[config.mk]
export PLATFORM = sky130hd
export DESIGN_NAME = byte_range_coverage_tracker
export DESIGN_NICKNAME = d
export VERILOG_FILES = /design/src/sv/brc_pkg.sv /design/src/sv/brc_ram.sv /design/src/sv/brc_cmp.sv /design/src/sv/byte_range_coverage_tracker.sv
export SDC_FILE = /design/constraint.sdc
export NUM_CORES = 2
export LEC_CHECK = 0
export BUFFER_PORTS_ARGS = -buffer_cell sky130_fd_sc_hd__buf_2
export CORE_AREA = 2 2 360 362
export CTS_CLUSTER_SIZE = 12
export DETAILED_ROUTE_END_ITERATION = 8
export DIE_AREA = 0 0 362 364
export PLACE_DENSITY_LB_ADDON = 0.2
export SLEW_MARGIN = 20
export SYNTH_ARGS = -nofsm -noshare
export SYNTH_HDL_FRONTEND = slang
export SYNTH_SLANG_ARGS = --single-unit
export TNS_END_PERCENT = 20
[constraint.sdc]
create_clock -name clk_i -period 5.92 [get_ports clk_i]
set_clock_uncertainty 0.15 [all_clocks]
set_input_delay 0 -clock clk_i [delete_from_list [all_inputs] [get_ports clk_i]]
set_output_delay 0 -clock clk_i [all_outputs]
set_load 0.01 [all_outputs]
[src/sv/brc_pkg.sv]
// brc_pkg: shared types, codes and default sizes for the byte range coverage tracker
// used by brc_cmp and byte_range_coverage_tracker; no dependencies
`default_nettype none

package brc_pkg;

  localparam int unsigned MAX_FRAGMENTS_DEF = 16;
  localparam int unsigned OFFSET_BITS_DEF   = 32;

  localparam int unsigned FIELD_W  = 32;
  localparam int unsigned STATUS_W = 2;
  localparam int unsigned KIND_W   = 3;
  localparam int unsigned COUNT_W  = 5;

  // status codes
  localparam logic [STATUS_W-1:0] ST_ACCEPTED = 2'd0;
  localparam logic [STATUS_W-1:0] ST_DONE_NOW = 2'd1;
  localparam logic [STATUS_W-1:0] ST_IGNORED  = 2'd2;
  localparam logic [STATUS_W-1:0] ST_DROPPED  = 2'd3;

  // merge kind codes
  localparam logic [KIND_W-1:0] MK_NEW       = 3'd0;
  localparam logic [KIND_W-1:0] MK_END_EXT   = 3'd1;
  localparam logic [KIND_W-1:0] MK_START_EXT = 3'd2;
  localparam logic [KIND_W-1:0] MK_BRIDGE    = 3'd3;
  localparam logic [KIND_W-1:0] MK_COVERED   = 3'd4;
  localparam logic [KIND_W-1:0] MK_NONE      = 3'd5;

  // compare unit result for one fragment against the current piece
  typedef struct packed {
    logic has_start;
    logic has_end;
    logic covered;
  } brc_hit_t;

endpackage

`default_nettype wire

[src/sv/brc_ram.sv]
// brc_ram: generic single write port, single read port ram with registered read
// no dependencies
`default_nettype none

module brc_ram #(
  parameter int unsigned WIDTH = 32,
  parameter int unsigned DEPTH = 16
) (
  input  wire logic                     clk_i,
  input  wire logic                     we_i,
  input  wire logic [$clog2(DEPTH)-1:0] waddr_i,
  input  wire logic [WIDTH-1:0]         wdata_i,
  input  wire logic [$clog2(DEPTH)-1:0] raddr_i,
  output logic      [WIDTH-1:0]         rdata_o
);

  logic [WIDTH-1:0] mem_q [DEPTH];

  always_ff @(posedge clk_i) begin
    if (we_i) begin
      mem_q[waddr_i] <= wdata_i;
    end
    rdata_o <= mem_q[raddr_i];
  end

endmodule

`default_nettype wire

[src/sv/brc_cmp.sv]
// brc_cmp: shared interval compare unit, checks one fragment against the piece
// depends on brc_pkg
`default_nettype none

module brc_cmp #(
  parameter int unsigned OFFSET_BITS = brc_pkg::OFFSET_BITS_DEF
) (
  input  wire logic [OFFSET_BITS-1:0] piece_start_i,
  input  wire logic [OFFSET_BITS:0]   piece_end_i,
  input  wire logic [OFFSET_BITS-1:0] frag_start_i,
  input  wire logic [OFFSET_BITS:0]   frag_end_i,
  output brc_pkg::brc_hit_t           hit_o
);

  logic [OFFSET_BITS:0] ps_ext;
  logic [OFFSET_BITS:0] fs_ext;

  assign ps_ext = {1'b0, piece_start_i};
  assign fs_ext = {1'b0, frag_start_i};

  assign hit_o.has_start = (ps_ext >= fs_ext) && (ps_ext <= frag_end_i);
  assign hit_o.has_end   = (piece_end_i >= fs_ext) && (piece_end_i <= frag_end_i);
  assign hit_o.covered   = (fs_ext >= ps_ext) && (frag_end_i <= piece_end_i);

endmodule

`default_nettype wire

[src/sv/byte_range_coverage_tracker.sv]
// byte_range_coverage_tracker: top level, sequencer, fragment table and result register
// depends on brc_pkg, brc_ram, brc_cmp
//
// usage:
//  s_axis carries one piece per beat: range_start and piece_length. m_axis returns one
//  result beat per piece: status, merge_kind and fragment_count. cfg_* writes the total
//  byte count; cfg_ready_o is always high. the user makes writes only while the tracker is
//  idle; the block itself does not enforce this. each piece walks the fragment table once
//  through a single compare unit, one entry per cycle from a ram with registered read,
//  then updates the table in the S_UPDATE state. s_axis_tready_o is low from accept
//  until the result is moved to the output register, so one piece is in flight at once.
//  once complete, a piece is answered as ignored without a table walk.
//  the result sits in an output register; the next piece is accepted while it waits,
//  and a stalled m_axis holds that piece's result beat until the register frees up.
//  reset clears the valid bits, the fragment count, the completion flag and the byte count;
//  the table ram is not cleared; an entry's data is only used while its valid bit is set.
`default_nettype none

module byte_range_coverage_tracker #(
  parameter int unsigned MAX_FRAGMENTS = brc_pkg::MAX_FRAGMENTS_DEF,
  parameter int unsigned OFFSET_BITS   = brc_pkg::OFFSET_BITS_DEF
) (
  input  wire logic        clk_i,
  input  wire logic        rst_ni,
  // config write channel
  input  wire logic        cfg_valid_i,
  output logic             cfg_ready_o,
  input  wire logic [31:0] cfg_data_i,      // total_bytes
  // piece input
  input  wire logic        s_axis_tvalid_i,
  output logic             s_axis_tready_o,
  input  wire logic [63:0] s_axis_tdata_i,  // [31:0] range_start, [63:32] piece_length
  // result output
  output logic             m_axis_tvalid_o,
  input  wire logic        m_axis_tready_i,
  output logic [15:0]      m_axis_tdata_o   // [1:0] status, [4:2] merge_kind,
                                            // [9:5] fragment_count, [15:10] zero
);

  localparam int unsigned OffW   = OFFSET_BITS;
  localparam int unsigned IdxW   = $clog2(MAX_FRAGMENTS);
  localparam int unsigned CntW   = $clog2(MAX_FRAGMENTS + 1);
  localparam int unsigned FldW   = brc_pkg::FIELD_W;
  localparam int unsigned OutCW  = brc_pkg::COUNT_W;
  localparam int unsigned SzW    = (OFFSET_BITS + 1 > FldW) ? OFFSET_BITS + 1 : FldW;
  localparam logic [IdxW-1:0] LastIdx = IdxW'(MAX_FRAGMENTS - 1);

  typedef enum logic [4:0] {
    S_IDLE   = 5'b00001,
    S_SCAN   = 5'b00010,
    S_DRAIN  = 5'b00100,
    S_UPDATE = 5'b01000,
    S_OUT    = 5'b10000
  } state_e;

  // control state
  state_e                       state_q, state_d;
  logic [MAX_FRAGMENTS-1:0]     valid_q, valid_d;
  logic [CntW-1:0]              count_q, count_d;
  logic                         done_q, done_d;
  logic [FldW-1:0]              total_bytes_q, total_bytes_d;
  logic [IdxW-1:0]              addr_q, addr_d;
  logic                         proc_vld_q, proc_vld_d;
  logic                         m_vld_q, m_vld_d;

  // per piece work registers
  logic [IdxW-1:0]              proc_idx_q, proc_idx_d;
  logic [OffW-1:0]              ps_q, ps_d;
  logic [OffW:0]                pe_q, pe_d;
  logic                         lf_q, lf_d, rf_q, rf_d, sf_q, sf_d;
  logic [IdxW-1:0]              li_q, li_d, ri_q, ri_d, si_q, si_d;
  logic [OffW-1:0]              ls_q, ls_d;
  logic [OffW:0]                le_q, le_d, re_q, re_d;
  logic                         lc_q, lc_d, rc_q, rc_d;
  logic [MAX_FRAGMENTS-1:0]     cov_q, cov_d;
  logic [CntW-1:0]              cov_cnt_q, cov_cnt_d;
  logic [brc_pkg::STATUS_W-1:0] st_q, st_d, out_st_q, out_st_d;
  logic [brc_pkg::KIND_W-1:0]   mk_q, mk_d, out_mk_q, out_mk_d;
  logic [CntW-1:0]              res_cnt_q, res_cnt_d, out_cnt_q, out_cnt_d;

  // ram ports
  logic                         st_we, en_we;
  logic [IdxW-1:0]              st_waddr, en_waddr;
  logic [OffW-1:0]              st_wdata, rd_start;
  logic [OffW:0]                en_wdata, rd_end;

  brc_pkg::brc_hit_t            hit;

  // update helpers
  logic                         same_lr;
  logic [MAX_FRAGMENTS-1:0]     l_mask, r_mask, s_mask, rm_mask;
  logic [CntW-1:0]              removed, new_cnt;
  logic [OffW-1:0]              fin_start;
  logic [OffW:0]                fin_end;
  logic                         s_accept;

  brc_ram #(.WIDTH(OffW), .DEPTH(MAX_FRAGMENTS)) u_start_ram (
    .clk_i  (clk_i),
    .we_i   (st_we),
    .waddr_i(st_waddr),
    .wdata_i(st_wdata),
    .raddr_i(addr_q),
    .rdata_o(rd_start)
  );

  brc_ram #(.WIDTH(OffW + 1), .DEPTH(MAX_FRAGMENTS)) u_end_ram (
    .clk_i  (clk_i),
    .we_i   (en_we),
    .waddr_i(en_waddr),
    .wdata_i(en_wdata),
    .raddr_i(addr_q),
    .rdata_o(rd_end)
  );

  brc_cmp #(.OFFSET_BITS(OffW)) u_cmp (
    .piece_start_i(ps_q),
    .piece_end_i  (pe_q),
    .frag_start_i (rd_start),
    .frag_end_i   (rd_end),
    .hit_o        (hit)
  );

  assign cfg_ready_o     = 1'b1;
  assign s_axis_tready_o = (state_q == S_IDLE);
  assign s_accept        = s_axis_tvalid_i && s_axis_tready_o;
  assign m_axis_tvalid_o = m_vld_q;
  assign m_axis_tdata_o  = {6'b0, OutCW'(out_cnt_q), out_mk_q, out_st_q};

  assign same_lr = lf_q && rf_q && (li_q == ri_q);
  assign l_mask  = lf_q ? (MAX_FRAGMENTS'(1) << li_q) : '0;
  assign r_mask  = rf_q ? (MAX_FRAGMENTS'(1) << ri_q) : '0;
  assign s_mask  = MAX_FRAGMENTS'(1) << si_q;
  assign rm_mask = cov_q & ~l_mask & ~r_mask;
  assign removed = cov_cnt_q - CntW'(lf_q && lc_q) - CntW'(rf_q && rc_q && !same_lr);

  always_comb begin
    state_d       = state_q;
    valid_d       = valid_q;
    count_d       = count_q;
    done_d        = done_q;
    total_bytes_d = total_bytes_q;
    addr_d        = addr_q;
    proc_vld_d    = 1'b0;
    m_vld_d       = m_vld_q;
    proc_idx_d    = addr_q;
    ps_d          = ps_q;
    pe_d          = pe_q;
    lf_d          = lf_q;
    rf_d          = rf_q;
    sf_d          = sf_q;
    li_d          = li_q;
    ri_d          = ri_q;
    si_d          = si_q;
    ls_d          = ls_q;
    le_d          = le_q;
    re_d          = re_q;
    lc_d          = lc_q;
    rc_d          = rc_q;
    cov_d         = cov_q;
    cov_cnt_d     = cov_cnt_q;
    st_d          = st_q;
    mk_d          = mk_q;
    res_cnt_d     = res_cnt_q;
    out_st_d      = out_st_q;
    out_mk_d      = out_mk_q;
    out_cnt_d     = out_cnt_q;
    st_we         = 1'b0;
    en_we         = 1'b0;
    st_waddr      = si_q;
    en_waddr      = si_q;
    st_wdata      = ps_q;
    en_wdata      = pe_q;
    new_cnt       = count_q;
    fin_start     = ps_q;
    fin_end       = pe_q;

    if (cfg_valid_i && cfg_ready_o) begin
      total_bytes_d = cfg_data_i;
    end

    if (m_vld_q && m_axis_tready_i) begin
      m_vld_d = 1'b0;
    end

    // compare unit result for the entry read last cycle
    if (proc_vld_q && valid_q[proc_idx_q]) begin
      if (!lf_q && hit.has_start) begin
        lf_d = 1'b1;
        li_d = proc_idx_q;
        ls_d = rd_start;
        le_d = rd_end;
        lc_d = hit.covered;
      end
      if (!rf_q && hit.has_end) begin
        rf_d = 1'b1;
        ri_d = proc_idx_q;
        re_d = rd_end;
        rc_d = hit.covered;
      end
      if (hit.covered) begin
        cov_d[proc_idx_q] = 1'b1;
        cov_cnt_d         = cov_cnt_q + CntW'(1);
      end
    end
    if (proc_vld_q && !sf_q && (!valid_q[proc_idx_q] || hit.covered)) begin
      sf_d = 1'b1;
      si_d = proc_idx_q;
    end

    unique case (state_q)
      S_IDLE: begin
        if (s_accept) begin
          ps_d      = OffW'(s_axis_tdata_i[FldW-1:0]);
          pe_d      = {1'b0, OffW'(s_axis_tdata_i[2*FldW-1:FldW])}
                      + {1'b0, OffW'(s_axis_tdata_i[FldW-1:0])};
          lf_d      = 1'b0;
          rf_d      = 1'b0;
          sf_d      = 1'b0;
          cov_d     = '0;
          cov_cnt_d = '0;
          addr_d    = '0;
          if (done_q) begin
            st_d      = brc_pkg::ST_IGNORED;
            mk_d      = brc_pkg::MK_NONE;
            res_cnt_d = count_q;
            state_d   = S_OUT;
          end else begin
            state_d = S_SCAN;
          end
        end
      end
      S_SCAN: begin
        proc_vld_d = 1'b1;
        if (addr_q == LastIdx) begin
          state_d = S_DRAIN;
        end else begin
          addr_d = addr_q + IdxW'(1);
        end
      end
      S_DRAIN: begin
        state_d = S_UPDATE;
      end
      S_UPDATE: begin
        state_d = S_OUT;
        if (!lf_q && !rf_q) begin
          if (!sf_q) begin
            st_d      = brc_pkg::ST_DROPPED;
            mk_d      = brc_pkg::MK_NONE;
            res_cnt_d = count_q;
          end else begin
            st_we     = 1'b1;
            en_we     = 1'b1;
            mk_d      = brc_pkg::MK_NEW;
            valid_d   = (valid_q & ~rm_mask) | s_mask;
            new_cnt   = count_q - removed + CntW'(1);
          end
        end else begin
          valid_d = valid_q & ~rm_mask;
          new_cnt = count_q - removed;
          if (lf_q && rf_q && !same_lr) begin
            en_we      = 1'b1;
            en_waddr   = li_q;
            en_wdata   = re_q;
            valid_d    = valid_q & ~rm_mask & ~r_mask;
            new_cnt    = count_q - removed - CntW'(1);
            mk_d       = brc_pkg::MK_BRIDGE;
            fin_start  = ls_q;
            fin_end    = re_q;
          end else if (lf_q && rf_q) begin
            mk_d      = brc_pkg::MK_COVERED;
            fin_start = ls_q;
            fin_end   = le_q;
          end else if (lf_q) begin
            en_we     = 1'b1;
            en_waddr  = li_q;
            mk_d      = brc_pkg::MK_END_EXT;
            fin_start = ls_q;
          end else begin
            st_we    = 1'b1;
            st_waddr = ri_q;
            mk_d     = brc_pkg::MK_START_EXT;
            fin_end  = re_q;
          end
        end
        if (lf_q || rf_q || sf_q) begin
          count_d   = new_cnt;
          res_cnt_d = new_cnt;
          if (new_cnt == CntW'(1) && fin_start == '0
              && SzW'(fin_end) == SzW'(total_bytes_q)) begin
            done_d = 1'b1;
            st_d   = brc_pkg::ST_DONE_NOW;
          end else begin
            st_d = brc_pkg::ST_ACCEPTED;
          end
        end
      end
      S_OUT: begin
        if (!m_vld_q || m_axis_tready_i) begin
          m_vld_d   = 1'b1;
          out_st_d  = st_q;
          out_mk_d  = mk_q;
          out_cnt_d = res_cnt_q;
          state_d   = S_IDLE;
        end
      end
      default: begin
        state_d = S_IDLE;
      end
    endcase
  end

  always_ff @(posedge clk_i or negedge rst_ni) begin
    if (!rst_ni) begin
      state_q       <= S_IDLE;
      valid_q       <= '0;
      count_q       <= '0;
      done_q        <= 1'b0;
      total_bytes_q <= '0;
      addr_q        <= '0;
      proc_vld_q    <= 1'b0;
      m_vld_q       <= 1'b0;
    end else begin
      state_q       <= state_d;
      valid_q       <= valid_d;
      count_q       <= count_d;
      done_q        <= done_d;
      total_bytes_q <= total_bytes_d;
      addr_q        <= addr_d;
      proc_vld_q    <= proc_vld_d;
      m_vld_q       <= m_vld_d;
    end
  end

  // payload registers, no reset
  always_ff @(posedge clk_i) begin
    proc_idx_q <= proc_idx_d;
    ps_q       <= ps_d;
    pe_q       <= pe_d;
    lf_q       <= lf_d;
    rf_q       <= rf_d;
    sf_q       <= sf_d;
    li_q       <= li_d;
    ri_q       <= ri_d;
    si_q       <= si_d;
    ls_q       <= ls_d;
    le_q       <= le_d;
    re_q       <= re_d;
    lc_q       <= lc_d;
    rc_q       <= rc_d;
    cov_q      <= cov_d;
    cov_cnt_q  <= cov_cnt_d;
    st_q       <= st_d;
    mk_q       <= mk_d;
    res_cnt_q  <= res_cnt_d;
    out_st_q   <= out_st_d;
    out_mk_q   <= out_mk_d;
    out_cnt_q  <= out_cnt_d;
  end

endmodule

`default_nettype wire
==> results <==
- The internal power of the cells totals between 0.015 and 0.02 W.
- The root buffer cell is clkbuf_16.
- In this run, post-CTS repair resized a total of 0 instances.
- TritonCTS built the clock tree.
- In the global route stage, met3 resource usage came out at 4.34%.
- The part of the Yosys area used for sequential elements is 69.6%.
- Prior to clock tree synthesis, the placed netlist has a worst setup slack of roughly 1.6 ns.
- Leaving out fill and tap cells, the most frequent cell in the layout is edfxtp_1.
- The endpoint identified for the worst register-to-register timing path is st_q[0]$_SDFFCE_PN0P_.
- The routed layout has between 30000 and 40000 vias.
- STA classifies the critical path startpoint as a flop.
- The path type of the worst min-delay path is in -> reg.
- The total congestion overflow after global routing is 0.
- For this design the total switching power over the nets is around 0.0070 W.
- Of all flip-flops after synthesis, the portion carrying an async set or reset was between 4 and 5%.
- The post-route setup TNS is 0 ns.
- For this run, the slowest stage of the critical path takes between 0.6 and 0.7 ns.
- The congestion estimate from routability-driven global placement came to slightly above 0.9.
- For this design the ratio of total power to cell area is ~370 nW/µm².
- Measured in cells, the most critical reg-to-reg path has a length of 14.
- The flow ran to the end, and the final reports show no timing, DRC or antenna violations.
- The primary flip-flop cell chosen by synthesis mapping is edfxtp_1.
- The cell count after synthesis is about 3700.
- The number of nets in the finished design is ~4300.
- The die is roughly 360 µm tall.
- The worst path uses 74.7% of the clock period.
- After clock tree synthesis, the clock-pin slew on the worst setup and hold paths is about 0.06 ns.
- The first global-routing pass estimated about 240000 µm of wire.
- between 100 and 150 I/O pins were placed.
- The first routing iteration left 3877 violations.
- No sink is reached through more buffers than the 3 on the longest clock path.
- The required time at the worst-slack endpoint is between 6 and 7 ns.
- For this block, the routed nets add up to ~170000 µm of wire.
- The top cell types in the final layout, fill and taps aside, are 1237 x edfxtp_1, 225 x o21ai_0, 220 x dlygate4sd3_1.
- Setup violations remaining at the end of the flow were counted as 0.
- The region available for standard cell placement spans about 130000 µm².
- At the pin with the least slew margin, the transition time is roughly 1.1 ns.
- The origin of the critical flop-to-flop path is lf_q$_DFF_P_.
- Summed over all cells, the static leakage comes to 23.5 nW.
- Summed over all nets, the half-perimeter wirelength after detailed placement is just over 100000 µm.
- The synthesized netlist contains 70 unique library cells.
- The share of total power dissipated in combinational logic is 16.5%.
- The share of post-route cells with drive strength above 1 is 17.3%.
- Entering global routing, the biggest net connects 91 pins.
- The number of enable flip-flop cells after synthesis is 1237.
- For this configuration, the core starts out at a cell density of 45.5%.
- The max-slew violation total from the final report is 0.
- In this run the core area contains between 100 and 150 standard-cell rows.
- The switching share of power is around 28%.
- Buffers inserted during clock tree synthesis total 146.
- The number of vias per cell is around 6.0.
- The setup slack after layout is roughly 1.5 ns.
- Based on the critical path, the design can be clocked at up to between 200 and 250 MHz.
- STA classifies the critical path endpoint as a flop.
- The critical path crosses 14 cells after its start point.
- The sequential share of power is about half.
- The area growth from synthesis to layout is 16.9%.
- The initial antenna violation count came to 12.
- The largest fanout on the critical path is 23.
- The netlist area before placement is around 58000 µm².
- The number of nets still failing antenna checks after routing is 0.
- The number of buffer and inverter stages on the critical path is 2.
- The number of design rule violations left after detail routing is 0.
- The arrival time of the worst setup path is 4.91 ns.
- The clock net sink count is between 1000 and 1500.
- The routed wirelength normalized by instance count is 28.3 µm.
- The number of filler cells placed in the layout is 10200.
- Input and output buffers added on the ports amount to 112.
- The number of global-route vias before repair is around 34000.
- Setup slack on the worst reg-to-reg path comes out at between 1 and 1.5 ns.
- Setup repair after global routing left no endpoint under its margin.
- The global routing stage identified its most utilized layer as met2.
- The synthesized flop and latch total is 1395.
- The power after layout is ~0.025 W.
- The worst hold path begins at s_axis_tdata_i[63].
- The number of warnings printed during yosys synthesis is 0.
- Clock latency on the worst-skew pair, taken at its later pin, is 0.79 ns.
- The critical path start-end classification is reg -> reg.
- In this run the tightest slew margin relative to its limit is about a quarter.
- The highest-delay cell along the critical path is dfxtp_2.
- In the global route stage, met2 resource usage came out at 38.8%.
- The number of hold-slack violations in the final timing report was 0.
- Traced cell by cell, the critical path runs through inv_1 -> o211ai_1 -> fa_1 -> inv_1 -> fa_1 -> xor2_1 -> xor2_1 -> mux2i_1 -> nand2_1 -> o21ai_0 -> nand4_1 -> nor4_1 -> nand4_1 -> a21oi_1.
- The max capacitance violation total is 0.
- The average cell area after synthesis is roughly 16 µm².
- For met1 alone, demand over resource in global routing was 36.4%.
- The end of the critical path is st_q[0]$_SDFFCE_PN0P_.
- The clock network power share is approximately a third.
- CTS built an H-tree with a depth of 4.
- The die covers approximately 130000 µm².
- The overall fraction of global-route tracks in use is 25.1%.
- In this design, the largest share of critical-path delay is due to simple AND/OR/NAND/NOR gates.
- The buffer count from post-CTS setup fixing is 0.
- The critical path startpoint is lf_q$_DFF_P_.
- The number of hold-repair buffers added at the cts stage is 220.
- The floorplan step set the die width to ~360 µm.
- The maximum VDD drop is 0.315 mV.
- The minimum clock period after layout is between 4 and 5 ns.
- The pre-antenna-repair detailed-routing pass consisted of 5 iterations.
==> cells in the mapped netlist, types with 43 or more instances <==
cell type  number  area (µm²)
nand4_1        44         275
dfxtp_1        93        1860
mux2i_1       209        2090
inv_1         127         477
nor2_1        123         462
mux4_2        135        3040
a221oi_1       66         578
nand2_1       165         619
mux2_2        129        1450
a21oi_1       144         721
xnor2_1        43         377
dfrtp_1        64        1600
a21o_1         66         495
a22oi_1        72         541
ha_1          172        2150
clkbuf_1      112         420
o21ai_0       226        1130
edfxtp_1     1237       37100
==> flip-flops by register name, indices dropped and copies added, names as in the netlist, 32 cells and up <==
| register | count |
|---|---|
| u_start_ram.rdata_o | 32 |
| u_end_ram.rdata_o | 33 |
| pe_q | 33 |
| le_q | 33 |
| total_bytes_q | 32 |
| u_start_ram.mem_q | 512 |
| u_end_ram.mem_q | 528 |
| ls_q | 32 |
| ps_q | 32 |
| re_q | 33 |
==> how the worst min path moves through the flow <==
stage                            endpoint  cells past startpoint
detailed placement     ps_q[16]$_DFFE_PP_                      1
finish                 pe_q[31]$_DFFE_PP_                      4
global placement       ps_q[17]$_DFFE_PP_                      1
floorplan           addr_q[0]$_DFFE_PN0P_                      0
CTS                    pe_q[31]$_DFFE_PP_                      4
global route           pe_q[31]$_DFFE_PP_                      4
==> routing by layer <==
layer / wire (µm) / part of all wire [%]
met5: 80 / 0.048
met4: 4950 / 3.0
met3: 13200 / 8.0
met2: 75600 / 46
met1: 71800 / 43
==> kinds of logic (layout without fill, tap and decap cells) <==
family | count (synthesis) | count (layout) | share of synthesized area [%]
muxes | 473 | 473 | 11.3
DFF | 1395 | 1395 | 69.6
buffers and inverters | 300 | 810 | 2.03
and+or+nand+nor | 508 | 508 | 4.14
adders and majority gates | 175 | 175 | 3.79
AOI/OAI and AO/OA | 725 | 725 | 7.99
xor gates and xnor gates | 75 | 75 | 1.15
other | 2 | 8 | 0.0129
==> final cells by class <==
| type | count | area, µm² | share of cell area (%) |
|---|---|---|---|
| clock buffers | 230 | 4200 | 6.16 |
| repair buffers | 418 | 3590 | 5.25 |
| diodes | 1 | 2.50 | 0.00367 |
| flip-flops and latches | 1395 | 40700 | 59.5 |
| clock inverters | 35 | 395 | 0.579 |
| well taps | 1675 | 2100 | 3.07 |
| inverters | 127 | 479 | 0.702 |
| multi-input cells | 1963 | 16900 | 24.7 |
==> stage by stage <==
| stage | instance area (µm²) | instances | hold slack, ns | util [%] |
|---|---|---|---|---|
| finish | 68300 | 5844 | 0.104 | 53.2 |
| global route | 68300 | 5843 | 0.0756 | 53.2 |
| CTS | 68300 | 5843 | 0.0557 | 53.2 |
| detailed placement | 61500 | 5358 | 0.0487 | 47.9 |
| global placement | 61400 | 5354 | 0.0482 | 47.8 |
| floorplan | 58400 | 3658 | -0.446 | - |
==> tightest hold or removal path: stages <==
cell	delay, ns
dlygate4sd3_1	0.53
buf_2	0.10
ha_1	0.16
xnor2_1	0.13
==> power groups by stage <==
| stage | Clock, W | Combinational [W] | Sequential [W] |
|---|---|---|---|
| global route | 0.00938 | 0.00456 | 0.0124 |
| CTS | 0.00897 | 0.00417 | 0.0123 |
| finish | 0.00882 | 0.00418 | 0.0124 |
| detailed placement | 0 | 0.00399 | 0.0125 |
| global placement | 0 | 0.00394 | 0.0125 |
| floorplan | 0 | 0.00294 | 0.0120 |
No activity file was read; power rests on OpenSTA's default activity.
